==> src/pfd_pkg.sv <==
package pfd_pkg;

    // operand widths of the shared serial units
    localparam int MUL_AW = 48;
    localparam int MUL_BW = 33;
    localparam int MUL_PW = MUL_AW + MUL_BW + 1;
    localparam int DIV_NW = 48;
    localparam int DIV_DW = 32;

    // drive accumulator, wide enough for the integral product after scaling
    localparam int ACC_W = MUL_PW - 16;

    localparam logic [31:0] RC_Q16 = 32'd522;

    localparam int CFG_IW = 4;

    typedef enum logic [CFG_IW-1:0] {
        REG_PROP_GAIN    = 4'd0,
        REG_DERIV_GAIN   = 4'd1,
        REG_INTEG_GAIN   = 4'd2,
        REG_INTEG_LIMIT  = 4'd3,
        REG_OUT_LOW      = 4'd4,
        REG_OUT_HIGH     = 4'd5,
        REG_BOUND_ENABLE = 4'd6,
        REG_ENABLE       = 4'd7
    } reg_index_t;

    function automatic logic signed [31:0] sat32(input logic signed [ACC_W-1:0] x);
        logic signed [ACC_W-1:0] hi;
        logic signed [ACC_W-1:0] lo;
        hi = ACC_W'(64'sh7FFF_FFFF);
        lo = -hi - ACC_W'(1);
        if (x > hi) return 32'sh7FFF_FFFF;
        if (x < lo) return 32'sh8000_0000;
        return x[31:0];
    endfunction

    function automatic logic signed [47:0] sat48(input logic signed [ACC_W-1:0] x);
        logic signed [ACC_W-1:0] hi;
        logic signed [ACC_W-1:0] lo;
        hi = ACC_W'(64'sh7FFF_FFFF_FFFF);
        lo = -hi - ACC_W'(1);
        if (x > hi) return 48'sh7FFF_FFFF_FFFF;
        if (x < lo) return 48'sh8000_0000_0000;
        return x[47:0];
    endfunction

endpackage

==> src/pfd_serial_mul.sv <==
module pfd_serial_mul #(
    parameter int AW = pfd_pkg::MUL_AW,
    parameter int BW = pfd_pkg::MUL_BW
) (
    input  logic                     aclk,
    input  logic                     aresetn,
    input  logic                     start,
    input  logic signed [AW-1:0]     a,
    input  logic signed [BW-1:0]     b,
    output logic                     done,
    output logic signed [AW+BW:0]    p
);
    import pfd_pkg::*;

    localparam int CW = $clog2(BW);

    logic signed [AW:0]   hi_reg;
    logic [BW-1:0]        lo_reg;
    logic signed [AW-1:0] a_reg;
    logic [CW-1:0]        cnt_reg;
    logic                 busy_reg;
    logic                 done_reg;

    logic signed [AW:0]   a_ext;
    logic                 last;
    logic signed [AW:0]   sum;

    assign a_ext = {a_reg[AW-1], a_reg};
    assign last  = (cnt_reg == CW'(BW - 1));

    // multiplier bit serial, LSB first; sign bit of b carries negative weight
    always_comb begin
        if (lo_reg[0]) begin
            sum = last ? (hi_reg - a_ext) : (hi_reg + a_ext);
        end else begin
            sum = hi_reg;
        end
    end

    always_ff @(posedge aclk) begin
        if (!aresetn) begin
            busy_reg <= 1'b0;
            done_reg <= 1'b0;
        end else begin
            done_reg <= 1'b0;
            if (start) begin
                hi_reg   <= '0;
                lo_reg   <= b;
                a_reg    <= a;
                cnt_reg  <= '0;
                busy_reg <= 1'b1;
            end else if (busy_reg) begin
                hi_reg  <= {sum[AW], sum[AW:1]};
                lo_reg  <= {sum[0], lo_reg[BW-1:1]};
                cnt_reg <= cnt_reg + CW'(1);
                if (last) begin
                    busy_reg <= 1'b0;
                    done_reg <= 1'b1;
                end
            end
        end
    end

    assign done = done_reg;
    assign p    = {hi_reg, lo_reg};

endmodule

==> src/pfd_serial_div.sv <==
module pfd_serial_div #(
    parameter int NW = pfd_pkg::DIV_NW,
    parameter int DW = pfd_pkg::DIV_DW
) (
    input  logic          aclk,
    input  logic          aresetn,
    input  logic          start,
    input  logic [NW-1:0] n,
    input  logic [DW-1:0] d,
    output logic          done,
    output logic [NW-1:0] q
);
    import pfd_pkg::*;

    localparam int CW = $clog2(NW);

    logic [DW-1:0] rem_reg;
    logic [NW-1:0] num_reg;
    logic [DW-1:0] den_reg;
    logic [CW-1:0] cnt_reg;
    logic          busy_reg;
    logic          done_reg;

    logic [DW:0]   r2;
    logic          ge;
    logic [DW:0]   diff;
    logic          last;

    // restoring division, one quotient bit per cycle
    assign r2   = {rem_reg, num_reg[NW-1]};
    assign ge   = (r2 >= {1'b0, den_reg});
    assign diff = r2 - {1'b0, den_reg};
    assign last = (cnt_reg == CW'(NW - 1));

    always_ff @(posedge aclk) begin
        if (!aresetn) begin
            busy_reg <= 1'b0;
            done_reg <= 1'b0;
        end else begin
            done_reg <= 1'b0;
            if (start) begin
                rem_reg  <= '0;
                num_reg  <= n;
                den_reg  <= d;
                cnt_reg  <= '0;
                busy_reg <= 1'b1;
            end else if (busy_reg) begin
                rem_reg <= ge ? diff[DW-1:0] : r2[DW-1:0];
                num_reg <= {num_reg[NW-2:0], ge};
                cnt_reg <= cnt_reg + CW'(1);
                if (last) begin
                    busy_reg <= 1'b0;
                    done_reg <= 1'b1;
                end
            end
        end
    end

    assign done = done_reg;
    assign q    = num_reg;

endmodule

==> src/pid_filtered_derivative_top.sv <==
// channel  | direction | handshake             | payload
// ---------+-----------+-----------------------+-----------------------------------
// s_       | in        | s_valid / s_ready     | s_measured, s_setpoint, s_elapsed
// m_       | out       | m_valid / m_ready     | m_drive
// cfg_     | in        | cfg_valid / cfg_ready | cfg_index, cfg_data
//
// One beat at a time. A normal step runs two serial divides and five serial
// multiplies between the prep and finish states; the first step after reset
// or a register write runs only three multiplies, and a disabled step goes
// straight from prep to finish.
// The serial units set the length of a step.
// Synchronous active-low reset; control and register-file registers come up at their reset values.
// The output register holds a result while m_ready is low; the next input
// beat is taken meanwhile, and the step stalls at its end until the output frees.
// Register writes are taken only while no step is running (cfg_ready low otherwise).
module pid_filtered_derivative_top (
    input  logic                        aclk,
    input  logic                        aresetn,

    input  logic                        s_valid,
    output logic                        s_ready,
    input  logic signed [31:0]          s_measured,
    input  logic signed [31:0]          s_setpoint,
    input  logic [15:0]                 s_elapsed,

    output logic                        m_valid,
    input  logic                        m_ready,
    output logic signed [31:0]          m_drive,

    input  logic                        cfg_valid,
    output logic                        cfg_ready,
    input  logic [pfd_pkg::CFG_IW-1:0]  cfg_index,
    input  logic [31:0]                 cfg_data
);
    import pfd_pkg::*;

    typedef enum logic [9:0] {
        ST_IDLE = 10'b00_0000_0001,
        ST_PREP = 10'b00_0000_0010,
        ST_DIVA = 10'b00_0000_0100,   // alpha = dt<<32 / (dt<<16 + rc)
        ST_DIVR = 10'b00_0000_1000,   // raw derivative = delta err / dt
        ST_MULD = 10'b00_0001_0000,   // alpha * (raw - prev)
        ST_MULI = 10'b00_0010_0000,   // err * dt
        ST_MULP = 10'b00_0100_0000,   // kp * err
        ST_MULK = 10'b00_1000_0000,   // kd * deriv
        ST_MULG = 10'b01_0000_0000,   // ki * integral
        ST_FIN  = 10'b10_0000_0000
    } state_t;

    state_t state_reg, state_next;

    // registers
    logic signed [31:0] prop_gain_reg, deriv_gain_reg, integ_gain_reg;
    logic [30:0]        integ_limit_reg;
    logic signed [31:0] out_low_reg, out_high_reg;
    logic               bound_en_reg, en_reg;

    // controller state
    logic signed [47:0] integ_reg;
    logic signed [31:0] prev_err_reg, prev_d_reg;
    logic               first_reg;

    // per-step working values
    logic signed [31:0]      err_reg, deriv_reg;
    logic [15:0]             dt_reg, alpha_reg;
    logic                    neg_reg;
    logic signed [ACC_W-1:0] acc_reg;
    logic signed [31:0]      drive_reg;
    logic                    m_valid_reg;

    // serial units
    logic                     mul_start, mul_done;
    logic signed [MUL_AW-1:0] mul_a;
    logic signed [MUL_BW-1:0] mul_b;
    logic signed [MUL_PW-1:0] mul_p;
    logic                     div_start, div_done;
    logic [DIV_NW-1:0]        div_n, div_q;
    logic [DIV_DW-1:0]        div_d;

    pfd_serial_mul #(.AW(MUL_AW), .BW(MUL_BW)) u_mul (
        .aclk, .aresetn, .start(mul_start), .a(mul_a), .b(mul_b),
        .done(mul_done), .p(mul_p)
    );

    pfd_serial_div #(.NW(DIV_NW), .DW(DIV_DW)) u_div (
        .aclk, .aresetn, .start(div_start), .n(div_n), .d(div_d),
        .done(div_done), .q(div_q)
    );

    // datapath terms
    logic signed [31:0]      err_in;
    logic [15:0]             dt_in;
    logic signed [32:0]      derr;
    logic [32:0]             derr_mag;
    logic signed [33:0]      raw34;
    logic signed [31:0]      raw;
    logic signed [32:0]      raw_minus_prev;
    logic signed [ACC_W-1:0] p_scaled;
    logic signed [ACC_W-1:0] acc_lo, acc_cl;
    logic signed [31:0]      drive_final;
    logic signed [47:0]      lim48;
    logic                    out_free;
    logic                    cfg_hit;

    assign err_in = sat32(ACC_W'(s_measured) - ACC_W'(s_setpoint));
    assign dt_in  = (s_elapsed == 16'd0) ? 16'd1 : s_elapsed;

    assign derr     = 33'(err_reg) - 33'(prev_err_reg);
    assign derr_mag = derr[32] ? 33'(-derr) : derr;

    // quotient magnitude fits 33 bits; sign restored after the divide
    assign raw34 = neg_reg ? -$signed({1'b0, div_q[32:0]}) : $signed({1'b0, div_q[32:0]});
    assign raw   = sat32(ACC_W'(raw34));
    assign raw_minus_prev = 33'(raw) - 33'(prev_d_reg);

    // floor(p / 2^16)
    assign p_scaled = mul_p[MUL_PW-1:16];

    assign acc_lo = (bound_en_reg && acc_reg < ACC_W'(out_low_reg)) ? ACC_W'(out_low_reg)
                                                                      : acc_reg;
    assign acc_cl = (bound_en_reg && acc_lo > ACC_W'(out_high_reg)) ? ACC_W'(out_high_reg)
                                                                     : acc_lo;
    assign drive_final = en_reg ? sat32(acc_cl) : 32'sd0;

    assign lim48    = $signed({17'd0, integ_limit_reg});
    assign out_free = !m_valid_reg || m_ready;
    assign cfg_hit  = cfg_valid && cfg_ready && (cfg_index <= REG_ENABLE);

    // sequencer: each state launches the next unit on the previous one's done
    always_comb begin
        state_next = state_reg;
        mul_start  = 1'b0;
        mul_a      = '0;
        mul_b      = '0;
        div_start  = 1'b0;
        div_n      = '0;
        div_d      = '0;
        case (state_reg)
            ST_IDLE: begin
                if (s_valid) state_next = ST_PREP;
            end
            ST_PREP: begin
                if (!en_reg) begin
                    state_next = ST_FIN;
                end else if (first_reg) begin
                    mul_start  = 1'b1;
                    mul_a      = MUL_AW'(err_reg);
                    mul_b      = MUL_BW'(prop_gain_reg);
                    state_next = ST_MULP;
                end else begin
                    div_start  = 1'b1;
                    div_n      = {dt_reg, 32'd0};
                    div_d      = {dt_reg, 16'd0} + RC_Q16;
                    state_next = ST_DIVA;
                end
            end
            ST_DIVA: begin
                if (div_done) begin
                    div_start  = 1'b1;
                    div_n      = DIV_NW'(derr_mag);
                    div_d      = DIV_DW'(dt_reg);
                    state_next = ST_DIVR;
                end
            end
            ST_DIVR: begin
                if (div_done) begin
                    mul_start  = 1'b1;
                    mul_a      = MUL_AW'(raw_minus_prev);
                    mul_b      = $signed({17'd0, alpha_reg});
                    state_next = ST_MULD;
                end
            end
            ST_MULD: begin
                if (mul_done) begin
                    mul_start  = 1'b1;
                    mul_a      = MUL_AW'(err_reg);
                    mul_b      = $signed({17'd0, dt_reg});
                    state_next = ST_MULI;
                end
            end
            ST_MULI: begin
                if (mul_done) begin
                    mul_start  = 1'b1;
                    mul_a      = MUL_AW'(err_reg);
                    mul_b      = MUL_BW'(prop_gain_reg);
                    state_next = ST_MULP;
                end
            end
            ST_MULP: begin
                if (mul_done) begin
                    mul_start  = 1'b1;
                    mul_a      = MUL_AW'(deriv_reg);
                    mul_b      = MUL_BW'(deriv_gain_reg);
                    state_next = ST_MULK;
                end
            end
            ST_MULK: begin
                if (mul_done) begin
                    mul_start  = 1'b1;
                    mul_a      = integ_reg;
                    mul_b      = MUL_BW'(integ_gain_reg);
                    state_next = ST_MULG;
                end
            end
            ST_MULG: begin
                if (mul_done) state_next = ST_FIN;
            end
            ST_FIN: begin
                if (out_free) state_next = ST_IDLE;
            end
            default: state_next = ST_IDLE;
        endcase
    end

    // control and register file
    always_ff @(posedge aclk) begin
        if (!aresetn) begin
            state_reg       <= ST_IDLE;
            m_valid_reg     <= 1'b0;
            prop_gain_reg   <= '0;
            deriv_gain_reg  <= '0;
            integ_gain_reg  <= '0;
            integ_limit_reg <= '0;
            out_low_reg     <= 32'sh8000_0000;
            out_high_reg    <= 32'sh7FFF_FFFF;
            bound_en_reg    <= 1'b0;
            en_reg          <= 1'b0;
            integ_reg       <= '0;
            prev_err_reg    <= '0;
            prev_d_reg      <= '0;
            first_reg       <= 1'b1;
        end else begin
            state_reg <= state_next;

            if (state_reg == ST_FIN && out_free) begin
                m_valid_reg <= 1'b1;
            end else if (m_ready) begin
                m_valid_reg <= 1'b0;
            end

            if (state_reg == ST_MULI && mul_done) begin
                integ_reg <= sat48(ACC_W'(integ_reg) + ACC_W'(mul_p));
            end

            if (state_reg == ST_FIN && out_free && en_reg) begin
                prev_err_reg <= err_reg;
                prev_d_reg   <= deriv_reg;
                first_reg    <= 1'b0;
                // anti-windup applies from the next step on
                if (bound_en_reg) begin
                    if (integ_reg < -lim48) begin
                        integ_reg <= -lim48;
                    end else if (integ_reg > lim48) begin
                        integ_reg <= lim48;
                    end
                end
            end

            // any listed register write also restarts the controller
            if (cfg_hit) begin
                case (reg_index_t'(cfg_index))
                    REG_PROP_GAIN:    prop_gain_reg   <= cfg_data;
                    REG_DERIV_GAIN:   deriv_gain_reg  <= cfg_data;
                    REG_INTEG_GAIN:   integ_gain_reg  <= cfg_data;
                    REG_INTEG_LIMIT:  integ_limit_reg <= cfg_data[30:0];
                    REG_OUT_LOW:      out_low_reg     <= cfg_data;
                    REG_OUT_HIGH:     out_high_reg    <= cfg_data;
                    REG_BOUND_ENABLE: bound_en_reg    <= cfg_data[0];
                    REG_ENABLE:       en_reg          <= cfg_data[0];
                    default: ;
                endcase
                integ_reg    <= '0;
                prev_err_reg <= '0;
                prev_d_reg   <= '0;
                first_reg    <= 1'b1;
            end
        end
    end

    // working values, no reset needed
    always_ff @(posedge aclk) begin
        if (state_reg == ST_IDLE && s_valid) begin
            err_reg <= err_in;
            dt_reg  <= dt_in;
        end
        if (state_reg == ST_PREP) begin
            deriv_reg <= '0;
        end
        if (state_reg == ST_DIVA && div_done) begin
            alpha_reg <= div_q[15:0];
            neg_reg   <= derr[32];
        end
        if (state_reg == ST_MULD && mul_done) begin
            deriv_reg <= sat32(ACC_W'(prev_d_reg) + p_scaled);
        end
        if (state_reg == ST_MULP && mul_done) begin
            acc_reg <= p_scaled;
        end
        if ((state_reg == ST_MULK || state_reg == ST_MULG) && mul_done) begin
            acc_reg <= acc_reg + p_scaled;
        end
        if (state_reg == ST_FIN && out_free) begin
            drive_reg <= drive_final;
        end
    end

    assign s_ready   = (state_reg == ST_IDLE);
    assign m_valid   = m_valid_reg;
    assign m_drive   = drive_reg;
    assign cfg_ready = (state_reg == ST_IDLE);

endmodule

==> config.mk <==
export PLATFORM = sky130hd
export DESIGN_NAME = pid_filtered_derivative_top
export DESIGN_NICKNAME = d
export VERILOG_FILES = /design/src/pfd_pkg.sv /design/src/pfd_serial_mul.sv /design/src/pfd_serial_div.sv /design/src/pid_filtered_derivative_top.sv
export SDC_FILE = /design/constraint.sdc
export NUM_CORES = 2
export LEC_CHECK = 0
export BUFFER_PORTS_ARGS = -buffer_cell sky130_fd_sc_hd__buf_2
export CORE_UTILIZATION = 45
export CTS_BUF_LIST = sky130_fd_sc_hd__clkbuf_8
export DETAILED_ROUTE_END_ITERATION = 12
export SETUP_SLACK_MARGIN = 0.3
export SYNTH_ARGS = -nofsm -noshare
export SYNTH_HDL_FRONTEND = slang
export SYNTH_SLANG_ARGS = --single-unit
export TNS_END_PERCENT = 50
==> constraint.sdc <==
create_clock -name aclk -period 12.82 [get_ports aclk]
set_input_delay 2.564 -clock aclk [delete_from_list [all_inputs] [get_ports aclk]]
set_output_delay 2.564 -clock aclk [all_outputs]
set_load 0.02 [all_outputs]
==> run_results.csv <==
group,metric,value,unit
place,dp_hpwl,153,mm
pwr,power_density,87.2,mW/mm^2
drt,drt_iter0_drc,4590,
synth,synthTopCellsByCount,"nand2_1 (967), a21oi_1 (592), ha_1 (587)",
synth,yosys_warnings,0,
drt,wl,201,mm
synth,synth_edf_count,448,
setup_path,worstPathRequired,13.38,ns
floorplan,coreArea,0.134,sq mm
setup_path,reg2reg_slack,4.05,ns
synth,synth_top_area_share,22.0,%
global_routing,grt_max_degree,93,
run,max-cap-violations,0,
layout,drive_above_1_share,8.19,%
synth,syn_inst,7193,
sta,hold_ws,0.447,ns
synth,syn_nets,7909,
pwr,p_leak,27.5,nW
global_routing,grt_pass1_vias,51400,
setup_path,crit_type,"reg -> reg",
hold_path,hold_start,"prev_err_reg[14]$_SDFFE_PP0P_",
place,io_buffers,155,
layout,layoutNonFillerInstCount,9097,
synth,ys_seq_elements,769,
cts,h-tree-depth,4,
synth,yosysMostFrequentCell,"nand2_1",
drt,antenna_left,0,
drt,num_vias,54700,
cts,root_buffer,"clkbuf_8",
cts,clk_pin_slew,0.06,ns
sta,finalClockSkew,0.0450,ns
setup_path,cpLargestDelayFamily,"simple AND/OR/NAND/NOR gates",
cts,cts_made_buffers,146,
cts,holdBufCountCts,0,
cts,cts_tree,"yes",
sta,tns,0,ns
global_routing,grt_pass1_wl,305,mm
cts,clk_latency,0.89,ns
cts,post_cts_resized,0,
synth,async_reset_ff_share,0,%
floorplan,initial_core_util,45.5,%
global_routing,track_usage,28.6,%
drt,routedWlPerCell,22.1,um
floorplan,num_rows,134,
hold_path,hold_end,"prev_err_reg[14]$_SDFFE_PP0P_",
layout,fin_nets,7922,
drt,viasPerCell,6.01,
setup_path,r2r-start,"out_low_reg[31]$_SDFFE_PN1P_",
global_routing,grt_overflow,0,
setup_path,end_kind,"flop",
synth,avgSynthCellArea,8.49,sq um
cts,clockBufferDepth,3,
sta,rsz0062_at_grt,"false",
status,status,"complete, no violations",
setup_path,start_kind,"flop",
cts,numClockSinks,769,
place,routabilityCongestion,0.987,
sta,final_hold_viol_count,0,
global_routing,antenna_found_initial,7,
pwr,ir_drop,0.0893,mV
synth,netlist_area,0.0611,sq mm
layout,area.growth.synth_to_final,8.24,%
drt,drc,0,
sta,max-slew-margin-rel,17.6,%
hold_path,hp-class,"reg -> reg",
cts,postCtsSetupRepairBufs,0,
setup_path,cp_slowest_cell,"nand2b_1",
sta,setup_viol,0,
drt,dr.pass1.iters,9,
setup_path,worst-path-stages,33,
setup_path,reg2regPathDepth,33,
sta,slew_violations,0,
setup_path,cpPeakStageDelay,0.71,ns
place,placedCellCount,8826,
synth,synth_area_leader_cell,"edfxtp_1",
synth,synth.area.top_cells,"edfxtp_1 (22%), ha_1 (12%), dfxtp_1 (11%)",
sta,worst_pin_slew,1.20,ns
hold_path,holdPathStages,2,
layout,largest_reg_flops,66,
setup_path,arrival,9.33,ns
sta,fmax,114,MHz
floorplan,die_w,370,um
layout,fin_area,0.0661,sq mm
sta,fin_crit,8.77,ns
floorplan,dieArea,0.137,sq mm
setup_path,timing.rr.end,"m_drive[22]$_SDFFCE_PN0P_",
floorplan,pin_count,156,
sta,fin_crit_sh,68.4,%
synth,ys_types,112,
setup_path,cp_num_buf_inv,5,
place,dpl-instance-area,0.0633,sq mm
synth,ys.flop_type,"edfxtp_1",
floorplan,die_h,370,um
synth,ys_seq_area_share,32.5,%
setup_path,path_max_fanout,69,
[power breakdown]
part | switching (W) | internal (W) | total, W
Combinational | 0.000396 | 0.000244 | 0.000641
Sequential | 0.0000510 | 0.00264 | 0.00269
Clock | 0.00118 | 0.00126 | 0.00244
Total | 0.00163 | 0.00414 | 0.00577
[per-layer routing]
layer	GRT usage [%]	share of wire, %
met1	38.4	44
met2	47.2	46
met3	3.63	6.2
met4	9.88	3.3
met5	0	0.0050
[per-stage QoR]
step                      utilization [%]  setup slack, ns  power [W]
after detailed placement             47.2             4.05    0.00337
final                                49.3             4.05    0.00577
after global placement               47.2             4.18    0.00337
after floorplan                         -             6.00    0.00317
after global routing                 49.3             3.27    0.00598
after CTS                            49.3             4.01    0.00581
[how the worst max path moves through the flow]
stage	slack, ns	endpoint	from
detailed placement	4.05	m_drive[22]$_SDFFCE_PN0P_	out_low_reg[31]$_SDFFE_PN1P_
global placement	4.18	m_drive[7]$_SDFFCE_PN0P_	out_low_reg[31]$_SDFFE_PN1P_
finish	4.05	m_drive[22]$_SDFFCE_PN0P_	out_low_reg[31]$_SDFFE_PN1P_
floorplan	6.00	u_mul.a_reg[37]$_DFFE_PP_	u_div.q[5]$_DFFE_PP_
CTS	4.01	m_drive[22]$_SDFFCE_PN0P_	out_low_reg[31]$_SDFFE_PN1P_
global route	3.27	m_drive[10]$_SDFFCE_PN0P_	out_low_reg[31]$_SDFFE_PN1P_
[cell usage in the layout, fill, tap and decap left out, types with 60 or more instances in the layout]
cell | netlist | layout
o21ai_0 | 422 | 421
clkbuf_8 | 0 | 156
nand4_1 | 123 | 123
dfxtp_1 | 321 | 321
nand2b_1 | 92 | 91
a21boi_0 | 177 | 177
inv_1 | 355 | 403
ha_1 | 587 | 587
buf_2 | 19 | 154
buf_4 | 11 | 67
nand3_1 | 115 | 112
mux2i_1 | 68 | 68
xnor2_1 | 252 | 252
nand2_1 | 967 | 964
nor3_1 | 110 | 107
nor2b_1 | 84 | 83
a21o_1 | 355 | 355
o21a_1 | 64 | 62
a21oi_1 | 592 | 592
nor2_1 | 459 | 451
edfxtp_1 | 448 | 448
o211ai_1 | 69 | 69
xor2_1 | 205 | 205
and2_1 | 63 | 61
nor4_1 | 61 | 60
[cell families after synthesis]
group,after synthesis,synth area share [%]
flip-flops,769,32.5
AND/OR/NAND/NOR,2259,17.2
adder cells (fa/ha/maj),600,12.4
buffers and inverters,714,4.67
XOR/XNOR,457,6.55
multiplexers,107,1.85
AO/OA/AOI/OAI,2287,24.9
[worst min-delay path, cell delays in order (launching register included)]
cell and delay (ns):
dfxtp_1 0.30, nand2_1 0.05, a21oi_1 0.05
[layout make-up]
class,instances,area [sq um]
antenna,2,5.00
clock buffer,156,2150
clock inverter,113,708
fill,12900,68000
inverter,358,1350
multi-input combinational,5710,38500
sequential,769,19900
tap,1768,2210
timing repair buffer,221,1270
No activity file was read; power rests on OpenSTA's default activity.
